===== src/rtl/u8u16_pkg.sv =====
// Shared types and constants for the UTF-8 to UTF-16LE transcoder.
// No dependencies; imported by every module of the block.
package u8u16_pkg;

    // Result kinds
    typedef enum logic [1:0] {
        KIND_UNIT = 2'd0,
        KIND_DONE = 2'd1,
        KIND_BAD  = 2'd2,
        KIND_SURR = 2'd3
    } kind_t;

    // One input request: a UTF-8 byte and the end-of-string flag
    typedef struct packed {
        logic [7:0] in_byte;
        logic       end_of_string;
    } in_item_t;

    // One result request
    typedef struct packed {
        logic [15:0] code_unit;
        kind_t       kind;
        logic        run_last;
    } out_item_t;

    // Maximum results caused by one byte: surrogate pair plus done
    localparam int MAX_RES = 3;
    localparam int CNT_W   = $clog2(MAX_RES + 1);

    // All results caused by one byte, slot 0 first
    typedef struct packed {
        logic [CNT_W-1:0]            cnt;
        out_item_t [MAX_RES-1:0]     res;
    } res_bundle_t;

    localparam logic [15:0] HI_SURR_BASE = 16'hD800;
    localparam logic [15:0] LO_SURR_BASE = 16'hDC00;
    localparam logic [20:0] SURR_FIRST   = 21'h00D800;
    localparam logic [20:0] SURR_LAST    = 21'h00DFFF;
    localparam logic [20:0] MIN_2BYTE    = 21'h000080;
    localparam logic [20:0] MIN_3BYTE    = 21'h000800;
    localparam logic [20:0] MIN_4BYTE    = 21'h010000;
    localparam logic [20:0] MAX_POINT    = 21'h10FFFF;
    localparam logic [20:0] BMP_LAST     = 21'h00FFFF;
    localparam logic [9:0]  PLANE_OFFSET = 10'h040;

endpackage


===== src/rtl/u8u16_decode.sv =====
// Sequence state and per-byte decode for the UTF-8 to UTF-16LE transcoder.
// Depends on u8u16_pkg; produces the full result bundle for one byte.
module u8u16_decode (
    input  logic                   clk,
    input  logic                   rst_n,
    input  logic                   take,
    input  u8u16_pkg::in_item_t    item,
    output u8u16_pkg::res_bundle_t bundle
);
    import u8u16_pkg::*;

    logic [20:0] point_reg, point_next;
    logic [1:0]  expect_reg, expect_next;
    logic [2:0]  seq_len_reg, seq_len_next;
    logic        failed_reg, failed_next;

    logic [7:0]  c;
    logic        eos;
    logic        ending;
    logic [20:0] point_acc;
    logic [1:0]  expect_dec;
    logic        overlong;
    logic [9:0]  hi_bits;
    logic [CNT_W-1:0] cnt;
    out_item_t [MAX_RES-1:0] res;

    assign c      = item.in_byte;
    assign eos    = item.end_of_string;
    assign ending = eos || (c == 8'd0);

    // Continuation accumulate and range checks on the completed point
    assign point_acc  = {point_reg[14:0], c[5:0]};
    assign expect_dec = expect_reg - 2'd1;
    assign hi_bits    = point_acc[19:10] - PLANE_OFFSET;

    always_comb
    begin
        case (seq_len_reg)
            3'd2:    overlong = point_acc < MIN_2BYTE;
            3'd3:    overlong = point_acc < MIN_3BYTE;
            default: overlong = (point_acc < MIN_4BYTE) || (point_acc > MAX_POINT);
        endcase
    end

    // Decode: results for this byte and next sequence state
    always_comb
    begin
        point_next   = point_reg;
        expect_next  = expect_reg;
        seq_len_next = seq_len_reg;
        failed_next  = failed_reg;
        cnt          = '0;
        res          = '0;

        if (failed_reg)
        begin
            // discarding the rest of a failed string
            if (ending)
            begin
                point_next   = '0;
                expect_next  = '0;
                seq_len_next = '0;
                failed_next  = 1'b0;
            end
        end
        else if (expect_reg == 2'd0)
        begin
            if (c == 8'd0)
            begin
                res[0].kind  = KIND_DONE;
                cnt          = CNT_W'(1);
                point_next   = '0;
                seq_len_next = '0;
            end
            else if (c[7] == 1'b0)
            begin
                res[0].code_unit = {8'd0, c};
                res[0].kind      = KIND_UNIT;
                cnt              = CNT_W'(1);
                if (eos)
                begin
                    res[1].kind  = KIND_DONE;
                    cnt          = CNT_W'(2);
                    point_next   = '0;
                    seq_len_next = '0;
                end
            end
            else
            begin
                case (c) inside
                    8'b110?????:
                    begin
                        point_next   = {16'd0, c[4:0]};
                        expect_next  = 2'd1;
                        seq_len_next = 3'd2;
                    end
                    8'b1110????:
                    begin
                        point_next   = {17'd0, c[3:0]};
                        expect_next  = 2'd2;
                        seq_len_next = 3'd3;
                    end
                    8'b11110???:
                    begin
                        point_next   = {18'd0, c[2:0]};
                        expect_next  = 2'd3;
                        seq_len_next = 3'd4;
                    end
                    default:
                    begin
                        // stray continuation or five-byte-plus lead
                        res[0].kind = KIND_BAD;
                        cnt         = CNT_W'(1);
                        point_next  = '0;
                        expect_next = '0;
                        seq_len_next = '0;
                        failed_next = !ending;
                    end
                endcase
                if (eos && (cnt == '0))
                begin
                    // lead byte at end of string: truncated
                    res[0].kind  = KIND_BAD;
                    cnt          = CNT_W'(1);
                    point_next   = '0;
                    expect_next  = '0;
                    seq_len_next = '0;
                end
            end
        end
        else
        begin
            if ((c == 8'd0) || (c[7:6] != 2'b10))
            begin
                res[0].kind  = KIND_BAD;
                cnt          = CNT_W'(1);
                point_next   = '0;
                expect_next  = '0;
                seq_len_next = '0;
                failed_next  = !ending;
            end
            else if (expect_dec == 2'd0)
            begin
                point_next   = '0;
                expect_next  = '0;
                seq_len_next = '0;
                if (overlong)
                begin
                    res[0].kind = KIND_BAD;
                    cnt         = CNT_W'(1);
                    failed_next = !eos;
                end
                else if ((point_acc >= SURR_FIRST) && (point_acc <= SURR_LAST))
                begin
                    res[0].kind = KIND_SURR;
                    cnt         = CNT_W'(1);
                    failed_next = !eos;
                end
                else if (point_acc <= BMP_LAST)
                begin
                    res[0].code_unit = point_acc[15:0];
                    res[0].kind      = KIND_UNIT;
                    cnt              = CNT_W'(1);
                    if (eos)
                    begin
                        res[1].kind = KIND_DONE;
                        cnt         = CNT_W'(2);
                    end
                end
                else
                begin
                    // surrogate pair for supplementary planes
                    res[0].code_unit = HI_SURR_BASE | {6'd0, hi_bits};
                    res[0].kind      = KIND_UNIT;
                    res[1].code_unit = LO_SURR_BASE | {6'd0, point_acc[9:0]};
                    res[1].kind      = KIND_UNIT;
                    cnt              = CNT_W'(2);
                    if (eos)
                    begin
                        res[2].kind = KIND_DONE;
                        cnt         = CNT_W'(3);
                    end
                end
            end
            else if (eos)
            begin
                // truncated inside a sequence
                res[0].kind  = KIND_BAD;
                cnt          = CNT_W'(1);
                point_next   = '0;
                expect_next  = '0;
                seq_len_next = '0;
            end
            else
            begin
                point_next  = point_acc;
                expect_next = expect_dec;
            end
        end

        // flag the last result of this byte
        for (int i = 0; i < MAX_RES; i++)
        begin
            res[i].run_last = (cnt == CNT_W'(i + 1));
        end
    end

    assign bundle.cnt = cnt;
    assign bundle.res = res;

    // Sequence state
    always_ff @(posedge clk or negedge rst_n)
    begin
        if (!rst_n)
        begin
            point_reg   <= '0;
            expect_reg  <= '0;
            seq_len_reg <= '0;
            failed_reg  <= 1'b0;
        end
        else if (take)
        begin
            point_reg   <= point_next;
            expect_reg  <= expect_next;
            seq_len_reg <= seq_len_next;
            failed_reg  <= failed_next;
        end
    end

endmodule


===== src/rtl/u8u16_serial.sv =====
// Result buffer and output register for the UTF-8 to UTF-16LE transcoder.
// Depends on u8u16_pkg; holds one byte's bundle, one result a cycle unless stalled.
module u8u16_serial (
    input  logic                   clk,
    input  logic                   rst_n,
    input  logic                   load,
    input  u8u16_pkg::res_bundle_t bundle,
    output logic                   can_load,
    output logic                   out_valid,
    input  logic                   out_stall,
    output u8u16_pkg::out_item_t   out_data
);
    import u8u16_pkg::*;

    out_item_t [MAX_RES-1:0] pend_reg, pend_next;
    logic [CNT_W-1:0]        pend_cnt_reg, pend_cnt_next;
    out_item_t               out_reg, out_next;
    logic                    out_valid_reg, out_valid_next;
    logic                    out_moves;

    // Output register is free or being taken this cycle
    assign out_moves = !out_valid_reg || !out_stall;
    assign can_load  = (pend_cnt_reg == '0) ||
                       ((pend_cnt_reg == CNT_W'(1)) && out_moves);

    // Drain pending results into the output register, then refill
    always_comb
    begin
        pend_next      = pend_reg;
        pend_cnt_next  = pend_cnt_reg;
        out_next       = out_reg;
        out_valid_next = out_valid_reg;

        if (out_moves)
        begin
            if (pend_cnt_reg != '0)
            begin
                out_next       = pend_reg[0];
                out_valid_next = 1'b1;
                for (int i = 0; i < MAX_RES - 1; i++)
                begin
                    pend_next[i] = pend_reg[i + 1];
                end
                pend_cnt_next = pend_cnt_reg - CNT_W'(1);
            end
            else
            begin
                out_valid_next = 1'b0;
            end
        end

        if (load)
        begin
            pend_next     = bundle.res;
            pend_cnt_next = bundle.cnt;
        end
    end

    // Control state
    always_ff @(posedge clk or negedge rst_n)
    begin
        if (!rst_n)
        begin
            pend_cnt_reg  <= '0;
            out_valid_reg <= 1'b0;
        end
        else
        begin
            pend_cnt_reg  <= pend_cnt_next;
            out_valid_reg <= out_valid_next;
        end
    end

    // Payload
    always_ff @(posedge clk)
    begin
        pend_reg <= pend_next;
        out_reg  <= out_next;
    end

    assign out_valid = out_valid_reg;
    assign out_data  = out_reg;

endmodule


===== src/rtl/utf8_to_utf16le_transcoder.sv =====
// Top level of the UTF-8 to UTF-16LE transcoder.
// Depends on u8u16_pkg, u8u16_decode and u8u16_serial.
//
// Takes one UTF-8 byte per request on the byte channel and returns UTF-16
// code units, done markers and error reports on the unit channel, one per
// request. A byte is decoded in the cycle it is accepted and all of its
// results (up to three: a surrogate pair and a done marker) are captured in
// a small result buffer, then moved through the single output register.
// Unless the receiver stalls, that register gives one result per cycle and
// bytes with at most one result stream at one byte per cycle; a byte with
// more results holds off the next byte until they drain. A failed string is
// reported once and its remaining bytes are dropped until its terminator.
module utf8_to_utf16le_transcoder (
    input  logic                  clk,
    input  logic                  rst_n,
    input  logic                  byte_valid,
    output logic                  byte_stall,
    input  u8u16_pkg::in_item_t   byte_data,
    output logic                  unit_valid,
    input  logic                  unit_stall,
    output u8u16_pkg::out_item_t  unit_data
);
    import u8u16_pkg::*;

    res_bundle_t bundle;
    logic        can_load;
    logic        take;

    assign byte_stall = !can_load;
    assign take       = byte_valid && can_load;

    // Per-byte decode and sequence state
    u8u16_decode u_decode (
        .clk    (clk),
        .rst_n  (rst_n),
        .take   (take),
        .item   (byte_data),
        .bundle (bundle)
    );

    // Result buffer and output register
    u8u16_serial u_serial (
        .clk       (clk),
        .rst_n     (rst_n),
        .load      (take),
        .bundle    (bundle),
        .can_load  (can_load),
        .out_valid (unit_valid),
        .out_stall (unit_stall),
        .out_data  (unit_data)
    );

endmodule


===== config.mk =====
export PLATFORM = sky130hd
export DESIGN_NAME = utf8_to_utf16le_transcoder
export DESIGN_NICKNAME = d
export VERILOG_FILES = /design/src/rtl/u8u16_pkg.sv /design/src/rtl/u8u16_decode.sv /design/src/rtl/u8u16_serial.sv /design/src/rtl/utf8_to_utf16le_transcoder.sv
export SDC_FILE = /design/constraint.sdc
export NUM_CORES = 1
export LEC_CHECK = 0
export BUFFER_PORTS_ARGS = -buffer_cell sky130_fd_sc_hd__buf_2
export CORE_UTILIZATION = 55
export DETAILED_ROUTE_END_ITERATION = 16
export GPL_ROUTABILITY_DRIVEN = 0
export MAX_ROUTING_LAYER = met4
export PLACE_DENSITY = 0.71
export SETUP_SLACK_MARGIN = 0.1
export SLEW_MARGIN = 20
export SYNTH_ARGS = -nofsm -noshare
export SYNTH_HDL_FRONTEND = slang
export SYNTH_HIERARCHICAL = 1
export SYNTH_SLANG_ARGS = --single-unit

===== constraint.sdc =====
create_clock -name clk -period 4.1 [get_ports clk]
set_input_delay 0.205 -clock clk [delete_from_list [all_inputs] [get_ports clk]]
set_output_delay 0.205 -clock clk [all_outputs]
set_load 0.02 [all_outputs]

==> metrics.txt, run 1 <==
outcome=finished, final reports clean; post-synthesis sequential area ratio=58.1%; share of cells above drive strength 1=23.9%; area of the multi-input gates=between 0.0015 and 0.002 mm²; period utilization=81.4%; grt total ovfl=0; hold violation count in the final report=0; area taken by flip-flops and latches=roughly 0.0029 mm²; Worst Path Required=4230 ps; largest net degree at the start of global routing=42; max frequency=300 MHz; DPL Wire Length=6.32 mm; clock root buffer=clkbuf_8; clk slew on worst S/H paths=100 ps; nets=~450; hold_ws=115 ps; Worst Setup End Kind=flip-flop; Layout fillers=704; RSZ-0062 raised after global routing=no; Critical Path Source Type=flip-flop; Yosys reg bits=100; Post-synth EDFFs=76; Non-Filler Instances=544; placed insts=527; final setup TNS=0 ps; Placeable Area=0.00872 mm²; worst-path fanout max=13; Worst Setup SP=u_decode/point_reg[10]; final setup fails=0; ant diodes=0; maxcap violations=0; IO Port Bufs=33; chip width=97.0 µm; initial antenna violation count=0; Max H-tree Level=3; Chip Height=97.0 µm; TritonCTS buffer count=9; Setup Buffers After CTS=0; Slew Limit Fails=0; Top FF cell, synth=edfxtp_1; first-pass GRT wire length=~15 mm; Clock Path Buffers=2; Syn. warnings=6; 1st-pass router iterations=5; max reg flops=57; Mapped Area=0.00496 mm²; WL final=9.37 mm; FF-to-FF path depth=10; Worst-Margin Slew=1040 ps; maximum vdd drop=297 µV; worst hold path class=in2reg; Post-route DRC=0; reg-to-reg endpoint=u_serial/pend_reg[6]; Yosys cell types=53; Starting Density=56.9%; pwr dens=692 mW/mm²; worst skew pair latency=370 ps; Mapped Cells=408; Tmin final=3340 ps; io pins=34; post-route ant nets=0; final worst clock skew=around 14 ps; CTS tree=yes; FP Rows=34; vias in the first global route=2935; routed vias/inst=5.87; Avg Cell Area, Syn=12.2 µm²; Die ar.=0.00940 mm²; clock sink count=100; Initial DRC Count=278; end of the critical path=u_serial/pend_reg[6]; Crit Path Category=reg2reg; routed len/inst=17.2 µm; via count=around 3200; worst r2r src=u_decode/point_reg[10]; R2R Setup Slk=between 700 and 800 ps; Async SR Flop Fraction=24.0%; Arr. time, crit path=3470 ps; slew margin rel.=30.3%; LEAKAGE=2.05 nW; area grow syn2layout=6.41%; total track usage=21.2%
## layout make-up
class / count / share of cell area (%)
Multi-Input combinational cell: 268 / 34.1
Sequential cell: 100 / 54.6
Clock buffer: 9 / 2.35
Clock inverter: 7 / 1.52
Inverter: 14 / 0.996
Timing Repair Buffer: 38 / 3.89
Tap cell: 108 / 2.56
## cells in the mapped netlist, drive strengths merged, types with 2 or more instances
cell type	n	share of area [%]
a2111o	2	0.45
a2111oi	2	0.73
a211oi	4	0.61
a21o	2	0.30
a21oi	12	1.2
a22o	8	1.4
and2	7	0.88
and3	11	1.4
buf	32	5.1
clkbuf	12	0.91
dfrtp	24	12
edfxtp	76	46
ha	8	2.0
inv	14	1.1
mux2	39	8.9
nand2	38	2.9
nand2b	7	0.88
nand3	6	0.61
nand4	4	0.50
nor2	25	1.9
nor2b	2	0.25
nor3	10	1.0
nor4	8	1.4
o211ai	2	0.40
o21ai	27	2.7
o31ai	5	0.76
o41ai	2	0.35
or2	2	0.25
or3b	2	0.40
or4	2	0.38
## worst max-delay path, stage by stage, from the launching register on
cell and delay [ps]:
dfrtp_1 440, inv_1 80, ha_1 170, or3b_4 400
or4_4 440, a2111oi_4 390, nor4_2 60, buf_4 190
and2_1 280, a221o_1 390, mux2_2 260
## routing by layer
metal,GRT usage (%),vias to the layer above,part of all wire [%]
li1,-,1507,-
met1,27.8,1572,45
met2,33.3,106,49
met3,3.54,6,5.4
met4,8.27,0,1.1
met5,-,-,0
## metrics by stage
step | power (mW) | setup WS [ps] | area, µm² | util [%]
6_report | 3.65 | 763 | 5280 | 60.5
5_1_grt | 3.86 | 604 | 5280 | 60.5
3_3_place_gp | 2.99 | 865 | 5060 | 58.0
4_1_cts | 3.68 | 758 | 5280 | 60.5
2_1_floorplan | 2.73 | 1080 | 5030 | -
3_5_place_dp | 3.03 | 769 | 5060 | 58.0
## worst min-delay path by stage
| stage | endpoint | cells past startpoint | start | slack [ps] |
|---|---|---|---|---|
| after CTS | u_serial/out_valid | 3 | unit_stall | 100 |
| after detailed placement | u_decode/seq_len_reg[2] | 1 | rst_n | 240 |
| final | u_serial/out_valid | 3 | unit_stall | 110 |
| after global placement | u_decode/seq_len_reg[2] | 1 | rst_n | 230 |
| after floorplan | u_decode/expect_reg[0] | 0 | rst_n | -90 |
| after global routing | u_serial/out_valid | 3 | unit_stall | 100 |
## report_power, final
group | total [mW] | switching, mW | internal (mW)
combinational | 1.17 | 0.730 | 0.438
sequential | 1.83 | 0.167 | 1.67
clock | 0.653 | 0.361 | 0.292
## logic make-up after synthesis
logic type,synth area share (%)
flip-flops,58.1
XOR/XNOR,0.177
AO/OA/AOI/OAI,10.2
buffers and inverters,7.09
adder cells (fa/ha/maj),2.02
AND/OR/NAND/NOR,13.2
other,0.0756
multiplexers,9.06
## cells in the final DEF, fill, tap and decap left out, types with 3 or more instances in the layout
cell      Yosys  layout
nor2_1       25      25
conb_1        1      19
nand2_1      37      37
mux2_2       39      39
nor4_1        5       5
and2_1        7       6
nand3_1       6       6
inv_6         0       3
buf_2         2      33
ha_1          8       8
edfxtp_1     76      76
buf_4        23       4
clkbuf_8      0       9
a22o_1        8       8
dfrtp_1      24      24
a21oi_1      12      11
nand2b_1      7       7
and3_1       11      11
nor3_1       10      10
nand4_1       4       4
a211oi_1      4       4
inv_1        14      14
o21ai_0      25      25
nor4_2        3       3
o31ai_1       5       5
## timing repair
item	CTS	global route
hold endpoints to repair	24	0
hold buffers	1	0
gates resized for setup	0	0
Power figures use the tool's default switching activity.
==> run 2, diff against run 1 <==
==> constraint.sdc (replaced) <==
create_clock -name clk -period 3.3 [get_ports clk]
set_input_delay 0.165 -clock clk [delete_from_list [all_inputs] [get_ports clk]]
set_output_delay 0.165 -clock clk [all_outputs]
set_load 0.02 [all_outputs]
==> metrics.txt, run 2 (synthesis results as in run 1) <==
IO Port Bufs=33; first-pass GRT wire length=between 15 and 20 mm; worst hold path class=in2reg; Worst Setup End Kind=flip-flop; nets=470; via count=3269; Chip Height=97.0 µm; worst-path fanout max=11; highest-count cells in the layout ignoring fill and taps=edfxtp_1, mux2_2, nand2_1; TritonCTS buffer count=9; Worst-Margin Slew=621 ps; pwr dens=847 mW/mm²; Max H-tree Level=3; final setup TNS=0 ps; Slew Limit Fails=0; clock root buffer=clkbuf_8; total track usage=between 20% and 30%; Crit Path Category=reg2reg; most common cell after layout, fill and taps aside=edfxtp_1; chip width=slightly below 100 µm; max reg flops=57; dpl ws=99.0 ps; period utilization=96.7%; area taken by flip-flops and latches=0.00288 mm²; Starting Density=56.9%; max frequency=between 300 and 400 MHz; Critical Path Source Type=flip-flop; hold violation count in the final report=0; clk slew on worst S/H paths=110 ps; initial antenna violation count=0; Arr. time, crit path=about 3300 ps; final setup fails=0; area of the multi-input gates=0.00182 mm²; DPL Wire Length=6.66 mm; io pins=34; FP Rows=34; final worst clock skew=26.4 ps; Die ar.=0.00940 mm²; worst skew pair latency=roughly 380 ps; slew margin rel.=between 50% and 60%; 1st-pass router iterations=5; RSZ-0062 raised after global routing=yes; area grow syn2layout=9.77%; Clock Path Buffers=2; largest net degree at the start of global routing=32; maximum vdd drop=389 µV; Post-route DRC=0; maxcap violations=0; share of cells above drive strength 1=between 20% and 30%; routed vias/inst=5.82; Placeable Area=around 0.0087 mm²; Worst Setup Slack, final=108 ps; post-route ant nets=0; vias in the first global route=3259; WL final=9.89 mm; LEAKAGE=2.16 nW; final core utilization=62.4%; outcome=finished, final reports clean; Tmin final=3190 ps; Layout fillers=710; Worst Path Required=roughly 3400 ps; clock sink count=100; ant diodes=0; routed len/inst=17.6 µm; grt total ovfl=0; CTS tree=yes; Initial DRC Count=239
[run 2: per-stage QoR]
stage | std cells | cell area [µm²] | hold WS, ps | power [mW]
after floorplan | 426 | 5030 | -131 | 3.39
after global placement | 539 | 5150 | 191 | 3.76
after detailed placement | 539 | 5150 | 195 | 3.82
after CTS | 556 | 5380 | 73.8 | 4.62
after global routing | 562 | 5440 | 103 | 4.86
final | 562 | 5440 | 87.9 | 4.61
[run 2: layout make-up]
cell class | instances | area share, %
multi-input combinational | 268 | 33.4
tap | 108 | 2.48
clock inverter | 7 | 1.63
clock buffer | 9 | 2.28
sequential | 100 | 53.0
inverter | 14 | 0.966
timing repair buffer | 56 | 6.25
[run 2: routing by layer]
layer	up-vias	wire length [µm]	track usage [%]
li1	1544	-	-
met1	1549	4320	28.0
met2	152	4770	35.6
met3	24	613	4.05
met4	0	183	9.07
met5	-	0	-
[run 2: repair_timing]
| action | in CTS | in global routing |
|---|---|---|
| gates resized for setup | 1 | 3 |
| cloned | 0 | 0 |
| pin swaps | 0 | 1 |
| endpoints found under the setup margin | 1 | 16 |
| hold buffers | 1 | 0 |
| buffers inserted | 0 | 6 |
| hold endpoints to repair | 24 | 0 |
[run 2: power breakdown]
group | internal [mW] | switching (mW)
clock | 0.308 | 0.495
sequential | 2.06 | 0.205
combinational | 0.597 | 0.941
total | 2.97 | 1.64
[run 2: worst max-delay path, stage by stage (launching register included)]
cell,delay [ps]
dfrtp_1,430
inv_1,70
ha_1,180
or3b_4,410
or4_4,440
a2111oi_4,420
nor4_2,80
and2_2,300
a221o_1,370
mux2_2,260
[run 2: worst paths after layout]
| check | startpoint | end | slack (ps) | cells past startpoint |
|---|---|---|---|---|
| hold / removal | unit_stall | u_serial/out_valid | 90 | 3 |
| setup reg to reg | u_decode/point_reg[10] | u_serial/pend_reg[6] | 110 | 9 |
| setup / recovery | u_decode/point_reg[10] | u_serial/pend_reg[6] | 110 | 9 |
| max in group asynchronous | rst_n | u_decode/point_reg[0] | 2600 | 2 |
| min in group asynchronous | rst_n | u_decode/seq_len_reg[0] | 310 | 2 |
| hold reg to reg | u_serial/pend_reg[15] | u_serial/out_data[15] | 440 | 0 |
==> run 3, diff against run 2 <==
--- a/config.mk
+++ b/config.mk
@@ -5,7 +5,7 @@
 export SDC_FILE = /design/constraint.sdc
 export NUM_CORES = 1
 export LEC_CHECK = 0
-export BUFFER_PORTS_ARGS = -buffer_cell sky130_fd_sc_hd__buf_2
+export BUFFER_PORTS_ARGS = -buffer_cell sky130_fd_sc_hd__clkbuf_2
 export CORE_UTILIZATION = 55
 export DETAILED_ROUTE_END_ITERATION = 16
 export GPL_ROUTABILITY_DRIVEN = 0
==> metrics.txt, run 3 (synthesis results as in run 1) <==
Worst-Margin Slew=between 600 and 700 ps; slew margin rel.=around 55%; post-placement cell area=roughly 0.0052 mm²; post-route ant nets=0; Tmin final=3100 ps; end of the critical path=u_serial/pend_reg[6]; pwr dens=854 mW/mm²; crit path cell chain=inv_1, ha_1, or3b_4, or4_4, a2111oi_4, nor4_2, and2_4, a221o_1, mux2_2; hold violation count in the final report=0; nets=469; dpl ws=111 ps; Slowest-stage cell, CP=a2111oi_4; Starting Density=56.9%; Reg power frac=around half; clock sink count=100; IO Port Bufs=33; WL met1=4.31 mm; 1st-pass router iterations=5; Max H-tree Level=3; Worst Setup SP=u_decode/point_reg[10]; switching power total=1.61 mW; Slew Limit Fails=0; Worst Path Buf+Inv=1; Chip Height=97.0 µm; Placeable Area=0.00872 mm²; worst skew pair latency=370 ps; worst r2r src=u_decode/point_reg[10]; Post-route DRC=0; max frequency=323 MHz; RSZ-0062 raised after global routing=yes; Arr. time, crit path=3220 ps; highest-count cells in the layout ignoring fill and taps=edfxtp_1, mux2_2, nand2_1; FP Rows=34; final core utilization=between 60% and 70%; hold_ws=75.9 ps; outcome=finished, final reports clean; worst-path fanout max=11; DPL Wire Length=~6.7 mm; reg-to-reg endpoint=u_serial/pend_reg[6]; R2R Setup Slk=200 ps; maxcap violations=0; total track usage=22.5%; clock root buffer=clkbuf_8; WHS Path Cells=3; routed vias/inst=5.77; TritonCTS buffer count=9; Worst Path Required=roughly 3400 ps; final worst clock skew=12.3 ps; Critical Path Source Type=flip-flop; period utilization=93.9%; CP delay by family, top=simple AND/OR/NAND/NOR gates; Worst Setup Slack, final=200 ps; routed len/inst=17.1 µm; via count=3238; FF-to-FF path depth=9; worst hold path class=in2reg; io pins=34; Worst Setup End Kind=flip-flop; Clk pwr share=approximately 18%; first-pass GRT wire length=15.8 mm; chip width=97.0 µm; Die ar.=0.00940 mm²; maximum vdd drop=390 µV; largest net degree at the start of global routing=33; LEAKAGE=2.16 nW; met3 wire len=around 570 µm; ant diodes=0; share of cells above drive strength 1=roughly 28%; Switching Share=34.6%; final setup fails=0; initial antenna violation count=0; area grow syn2layout=10.1%; final setup TNS=0 ps; Top Metal Used=met4; Final Cell Area=0.00546 mm²; clk slew on worst S/H paths=roughly 100 ps; DR WL met2=4.55 mm; internal cell power=slightly above 3 mW; largest stage delay on the critical path=~450 ps; combinational share of power=33.6%; grt total ovfl=0; max reg flops=57; WL final=approximately 9.6 mm; most common cell after layout, fill and taps aside=edfxtp_1; Initial DRC Count=240; vias in the first global route=about 3100; critical path depth=9; Crit Path Category=reg2reg; CTS tree=yes; Clock Path Buffers=2
==> run 3: cell types whose count changed in the layout (fill, tap and decap cells not counted), moves of 2 or more <==
cell        before  now
buf_4           22   20
buf_2           33    0
clkbuf_2         0   33
a21oi_1         11    9
clkinv_8         3    1
a21oi_2          1    3
clkinvlp_4       0    2
==> run 3: worst min path at each step <==
stage                     from                       to  slack, ps
floorplan                rst_n   u_decode/expect_reg[0]       -130
detailed placement       rst_n  u_decode/seq_len_reg[0]        230
finish              unit_stall       u_serial/out_valid         80
global placement         rst_n  u_decode/seq_len_reg[0]        220
CTS                 unit_stall       u_serial/out_valid         60
global route        unit_stall       u_serial/out_valid         50
==> run 3: per-stage QoR <==
stage | std cells | power (mW)
2_1_floorplan | 426 | 3.39
3_3_place_gp | 539 | 3.79
3_5_place_dp | 539 | 3.86
4_1_cts | 556 | 4.68
5_1_grt | 561 | 4.93
6_report | 561 | 4.66
==> run 3: power groups by stage <==
stage / sequential [mW] / combinational, mW / clock [mW]
6_report: 2.27 / 1.57 / 0.822
2_1_floorplan: 2.40 / 0.996 / 0
3_3_place_gp: 2.27 / 1.52 / 0
3_5_place_dp: 2.30 / 1.55 / 0
4_1_cts: 2.27 / 1.56 / 0.848
5_1_grt: 2.32 / 1.71 / 0.902
==> run 3: what timing repair did <==
action,in CTS,in global routing
resized for setup,1,6
buffers inserted,0,5
endpoints found under the setup margin,1,13
pin swaps,0,1
hold endpoints to repair,24,0
hold buffers,1,0
==> run 3: worst reg2reg max path, cell delays in order, from the launching register on <==
cell	delay (ps)
dfrtp_1	390
inv_1	60
ha_1	180
or3b_4	410
or4_4	440
a2111oi_4	450
nor4_2	90
and2_4	230
a221o_1	350
mux2_2	260
==> run 3: routing by layer <==
metal,vias up,global-route usage [%]
li1,1539,-
met1,1576,29.9
met2,108,34.1
met3,15,4.62
met4,0,8.96
met5,-,-
==> run 3: final cells by class <==
class                           count  area (µm²)
Timing Repair Buffer               55         345
Sequential cell                   100        2880
Multi-Input combinational cell    268        1830
Clock buffer                        9         124
Clock inverter                      7        90.1
Fill cell                         676        3260
Inverter                           14        52.6
Tap cell                          108         135
